File: src/rtl/vgls_pkg.sv
// Package for the voxel gradient / Laplacian stencil core.
// Holds default sizes, status and operation codes, and the queue entry type.
// No dependencies.
package vgls_pkg;

    localparam int DEF_MAX_X       = 64;
    localparam int DEF_MAX_Y       = 64;
    localparam int DEF_MAX_Z       = 64;
    localparam int DEF_SAMPLE_BITS = 16;

    localparam int POS_W  = 6;
    localparam int SIZE_W = 7;
    localparam int RESP_W = 22;
    localparam int CFG_W  = 7;
    localparam int IDX_W  = 2;

    localparam logic [IDX_W-1:0] CFG_SIZE_X = 2'd0;
    localparam logic [IDX_W-1:0] CFG_SIZE_Y = 2'd1;
    localparam logic [IDX_W-1:0] CFG_SIZE_Z = 2'd2;
    localparam logic [IDX_W-1:0] CFG_MODE   = 2'd3;

    localparam logic OP_WRITE = 1'b0;
    localparam logic OP_QUERY = 1'b1;

    localparam logic [1:0] ST_WRITTEN   = 2'd0;
    localparam logic [1:0] ST_WRITE_OOR = 2'd1;
    localparam logic [1:0] ST_COMPUTED  = 2'd2;
    localparam logic [1:0] ST_SKIPPED   = 2'd3;

    typedef struct packed {
        logic             op;
        logic             in_range;
        logic [POS_W-1:0] x;
        logic [POS_W-1:0] y;
        logic [POS_W-1:0] z;
        logic [23:0]      sample;
        logic             mask;
    } vgls_cmd_t;

endpackage

File: src/rtl/vgls_front.sv
// Front end: accepts transactions, checks range and queues commands.
// Depends on vgls_pkg.
module vgls_front #(
    parameter int MAX_X = vgls_pkg::DEF_MAX_X,
    parameter int MAX_Y = vgls_pkg::DEF_MAX_Y,
    parameter int MAX_Z = vgls_pkg::DEF_MAX_Z,
    parameter int SAMPLE_BITS = vgls_pkg::DEF_SAMPLE_BITS
) (
    input  logic                              clk,
    input  logic                              rst_n,
    input  logic                              in_valid,
    output logic                              in_stall,
    input  logic                              operation,
    input  logic [vgls_pkg::POS_W-1:0]        pos_x,
    input  logic [vgls_pkg::POS_W-1:0]        pos_y,
    input  logic [vgls_pkg::POS_W-1:0]        pos_z,
    input  logic signed [SAMPLE_BITS-1:0]     intensity,
    input  logic                              in_mask,
    input  logic [vgls_pkg::SIZE_W-1:0]       ex,
    input  logic [vgls_pkg::SIZE_W-1:0]       ey,
    input  logic [vgls_pkg::SIZE_W-1:0]       ez,
    output logic                              q_valid,
    input  logic                              q_take,
    output vgls_pkg::vgls_cmd_t               q_cmd
);
    import vgls_pkg::*;

    vgls_cmd_t q_reg [2];
    logic      wr_ptr_reg, rd_ptr_reg;
    logic [1:0] cnt_reg;
    vgls_cmd_t cmd;
    logic      push;

    always_comb
    begin
        cmd          = '0;
        cmd.op       = operation;
        cmd.in_range = ({1'b0, pos_x} < ex) && ({1'b0, pos_y} < ey) &&
                       ({1'b0, pos_z} < ez);
        cmd.x        = pos_x;
        cmd.y        = pos_y;
        cmd.z        = pos_z;
        cmd.sample   = 24'(signed'(intensity));
        cmd.mask     = in_mask;
    end

    assign in_stall = (cnt_reg == 2'd2);
    assign push     = in_valid && !in_stall;
    assign q_valid  = (cnt_reg != 2'd0);
    assign q_cmd    = q_reg[rd_ptr_reg];

    always_ff @(posedge clk)
    begin
        if (push)
        begin
            q_reg[wr_ptr_reg] <= cmd;
        end
    end

    always_ff @(posedge clk or negedge rst_n)
    begin
        if (!rst_n)
        begin
            wr_ptr_reg <= 1'b0;
            rd_ptr_reg <= 1'b0;
            cnt_reg    <= 2'd0;
        end
        else
        begin
            if (push)
            begin
                wr_ptr_reg <= !wr_ptr_reg;
            end
            if (q_take)
            begin
                rd_ptr_reg <= !rd_ptr_reg;
            end
            cnt_reg <= cnt_reg + 2'(push) - 2'(q_take);
        end
    end
endmodule

File: config.mk
export PLATFORM = sky130hd
export DESIGN_NAME = vgls_front
export DESIGN_NICKNAME = d
export VERILOG_FILES = /design/src/rtl/vgls_pkg.sv /design/src/rtl/vgls_front.sv
export SDC_FILE = /design/constraint.sdc
export NUM_CORES = 1
export LEC_CHECK = 0
export BUFFER_PORTS_ARGS = -buffer_cell sky130_fd_sc_hd__clkbuf_2
export CORE_MARGIN = 1.5
export CORE_UTILIZATION = 25
export DETAILED_ROUTE_END_ITERATION = 8
export PLACE_DENSITY_LB_ADDON = 0.08
export SLEW_MARGIN = 10
export SYNTH_ARGS = -nofsm -noshare
export SYNTH_HDL_FRONTEND = slang
export SYNTH_SLANG_ARGS = --single-unit
File: constraint.sdc
create_clock -name clk -period 4.1 [get_ports clk]
set_input_delay 0.82 -clock clk [delete_from_list [all_inputs] [get_ports clk]]
set_output_delay 0.82 -clock clk [all_outputs]
set_load 0.005 [all_outputs]
==> key figures <==
Worst setup path
  – Critical path data arrival time: about 1900 ps
  – Critical Path RT: 3280 ps
  – Master of the slowest instance on the critical path: sky130_fd_sc_hd__dfrtp_2
  – Sort of element at the end of the critical path: primary output
  – CP max FO: 38
  – Flop-to-flop setup slack: about 2100 ps
  – Worst R2R Start: cnt_reg[1]
  – Ordered cell list for the critical path: mux2_2 > clkbuf_2
  – Largest stage delay on the critical path: a little under 1000 ps
  – Classification of the worst setup path: reg2out
  – Capture instance of the worst register-to-register path: q_reg[0][41]
  – Worst Reg2Reg Path Length in Cells: 4
  – Startpoint type of the worst setup path: flop

Yosys
  – Number of synthesized flops with an enable pin: 74
  – Share of synthesized area occupied by flip-flops and latches: between 60% and 70%
  – Commonest register cell after synthesis: sky130_fd_sc_hd__edfxtp_1
  – Synth unique cells: 26
  – Number of nets in the synthesized netlist: ~270
  – Area share of the leading cell type in the synthesized netlist: about two thirds
  – Post-synthesis async set-or-reset flop share: just over 5%
  – #FFs+latches synth: 78
  – Average cell area after synthesis: approximately 17 µm²
  – Number of warnings issued by yosys: 0
  – Cell type with the highest aggregate area in the netlist: sky130_fd_sc_hd__edfxtp_1
  – Mapped cell area: between 0.003 and 0.004 mm²
  – Largest cells by area after synthesis: sky130_fd_sc_hd__edfxtp_1, sky130_fd_sc_hd__mux2_2, sky130_fd_sc_hd__ha_1
  – Post-Synthesis Cells: 195

Global routing
  – Tot GR Track Use: approximately 10%
  – Vias in the first global route: 1999
  – Busiest layer in global routing: met2
  – GR Layer Usage met1: ~13%
  – Met2 usage in global routing: between 15 and 20%
  – Pin count of the biggest net entering global routing: 39
  – Met3 layer usage reported by global route: about 3.4%
  – Initial antenna violation count: 0
  – Global-route wire length before repair: approximately 11 mm
  – Total grt overflow: 0

Detailed routing
  – Via total after detailed routing: a little under 2000
  – Final routed DRC violation total: 0
  – First-pass iteration count of the detailed router: 3
  – Post-DRT Antenna Nets: 0
  – Via-to-Cell Ratio: ~4.1
  – WL per Instance: around 14 µm
  – Final WL: roughly 6.7 mm
  – DR iter-0 viols: 82

Placement
  – Final estimated routing congestion in global placement: 0.6462
  – Hpwl dp: roughly 4.7 mm
  – Port Buffers: between 100 and 150
  – Worst slack after detailed placement: between 1500 and 2000 ps
  – Dpl cell area: between 0.004 and 0.005 mm²

Run
  – Max capacitance violation total: 0

Floorplan
  – Placement Rows: 41
  – Die boundary width: 118.4 µm
  – Placeable core region: 0.01282 mm²
  – Top-level I/O count: approximately 110
  – Full die area: roughly 0.014 mm²
  – Die outline height: 118.4 µm
  – Initial standard-cell utilization of the core: roughly 26%

Power and ir drop
  – Peak supply drop: 0.2008 mV
  – Leak pwr: 1.815 nW
  – Power density over cell area: roughly 630 mW/mm²
  – Design Power: approximately 0.0027 W

STA
  – Final hold vios: 0
  – Relative max-transition margin: 33.32%
  – Final setup violation count: 0
  – Setup total negative slack: 0 ps
  – Time the final worst path needs with I/O delays and setup: between 2000 and 3000 ps
  – Worst Max-Slew Pin Slew: around 1000 ps
  – RSZ-0062 raised after global routing: no
  – Fmax: 363.9 MHz
  – Worst hold slack: 298.0 ps
  – Count of final max-slew check failures: 0
  – Final worst path period share: roughly two thirds
  – Final critical-path setup slack: between 1000 and 1500 ps
  – Clk_skew: about 3.4 ps

Finish
  – Antenna Diode Count: 0
  – Number of flip-flops under the largest register name: 74
  – Proportion of layout cells with a drive suffix above 1: a little over half
  – Number of nets at the end of the flow: 380
  – Area added between synthesis and finish: 29.81%
  – Layout Cell Area excl Fill: about 0.0043 mm²
  – Filler instances: 1312

Clock network
  – Clock-pin slew of the registers on the worst-case setup and hold paths: 50 ps
  – Number of buffers between clock root and the deepest sink: 2
  – Sinks on Clock Net: 78
  – Number of buffers inserted during clock tree synthesis: 9
  – Setup repair bufs after CTS: 0
  – CTS Hold Buffers Added: 0
  – CTS tree: built
  – Count of cells resized by post-cts repair: 0
  – Latest clock arrival within the worst-skew pair: between 300 and 400 ps
  – Clock root buffer: sky130_fd_sc_hd__clkbuf_16
  – Number of H-tree levels: 3

Hold path
  – Worst min-delay path category: in2async

Outcome
  – Run status: finished, final reports clean
==> synthesized netlist by cell type, types with 2 or more instances <==
cell,number
sky130_fd_sc_hd__a21o_1,3
sky130_fd_sc_hd__a21oi_1,2
sky130_fd_sc_hd__buf_2,3
sky130_fd_sc_hd__buf_4,9
sky130_fd_sc_hd__dfrtp_1,4
sky130_fd_sc_hd__edfxtp_1,74
sky130_fd_sc_hd__ha_1,17
sky130_fd_sc_hd__inv_1,20
sky130_fd_sc_hd__mux2_2,37
sky130_fd_sc_hd__nand2b_1,4
sky130_fd_sc_hd__nand3_1,3
sky130_fd_sc_hd__nor2b_1,3
sky130_fd_sc_hd__xnor2_1,3
==> stage by stage <==
step / instances / util (%)
3_3_place_gp: 463 / 31.30
4_1_cts: 479 / 33.69
2_1_floorplan: 195 / -
6_report: 479 / 33.69
5_1_grt: 479 / 33.69
3_5_place_dp: 463 / 31.30
==> worst max path at each step <==
| stage | slack, ps | startpoint | depth (start not counted) | endpoint |
|---|---|---|---|---|
| 6_report | 1350 | rd_ptr_reg | 2 | q_cmd[18] |
| 5_1_grt | 1180 | rd_ptr_reg | 2 | q_cmd[23] |
| 4_1_cts | 1260 | rd_ptr_reg | 2 | q_cmd[18] |
| 3_5_place_dp | 1600 | rd_ptr_reg | 2 | q_cmd[18] |
| 3_3_place_gp | 1640 | rd_ptr_reg | 2 | q_cmd[16] |
| 2_1_floorplan | 1190 | in_valid | 2 | q_reg[0][0] |
==> worst max-delay path: cells and delay by family (launching register included) <==
family | cells | cell delay [ps]
DFF | 1 | 980
muxes | 1 | 480
buffers and inverters | 1 | 130
==> layout by cell type, fill, tap and decap left out, types with 2 or more instances in the layout <==
cell,Yosys,final
sky130_fd_sc_hd__bufinv_16,0,2
sky130_fd_sc_hd__edfxtp_1,74,74
sky130_fd_sc_hd__clkbuf_16,0,9
sky130_fd_sc_hd__clkbuf_1,0,2
sky130_fd_sc_hd__xnor2_1,3,3
sky130_fd_sc_hd__a21oi_1,2,2
sky130_fd_sc_hd__mux2_2,37,37
sky130_fd_sc_hd__dfrtp_1,4,3
sky130_fd_sc_hd__a21o_1,3,3
sky130_fd_sc_hd__nor2b_1,3,3
sky130_fd_sc_hd__inv_1,20,20
sky130_fd_sc_hd__nand2b_1,4,4
sky130_fd_sc_hd__clkinv_2,0,2
sky130_fd_sc_hd__clkbuf_2,0,107
sky130_fd_sc_hd__ha_1,17,17
sky130_fd_sc_hd__nand3_1,3,3
==> report_power, final <==
| part | switching [W] | internal, W | total [W] |
|---|---|---|---|
| logic | 0.000331 | 0.000379 | 0.000710 |
| clock network | 0.000283 | 0.000529 | 0.000812 |
| registers | 0.000121 | 0.00110 | 0.00122 |
==> logic make-up (layout without fill, tap and decap cells) <==
group | after synthesis | count (layout) | synth area share [%]
flip-flops | 78 | 78 | 69.77
multiplexers | 37 | 37 | 12.52
adder cells (fa/ha/maj) | 17 | 17 | 6.391
AO/OA/AOI/OAI | 13 | 13 | 3.158
buffers and inverters | 32 | 144 | 4.737
AND/OR/NAND/NOR | 14 | 14 | 2.368
XOR/XNOR | 4 | 4 | 1.053
==> cell type report <==
class                      instances  area (µm²)  area share, %
tap                              172       215.2          4.981
inverter                          20       75.07          1.738
sequential                        78        2323          53.78
clock inverter                     5       73.82          1.709
multi-input combinational         85       857.1          19.84
timing repair buffer             108       543.0          12.57
clock buffer                      11       232.7          5.387
==> metal layers <==
metal	up-vias	wire [µm]
li1	935	-
met1	927	3070
met3	9	413
met4	0	118
met5	-	0
met2	76	3084
No activity file was read; power rests on OpenSTA's default activity.
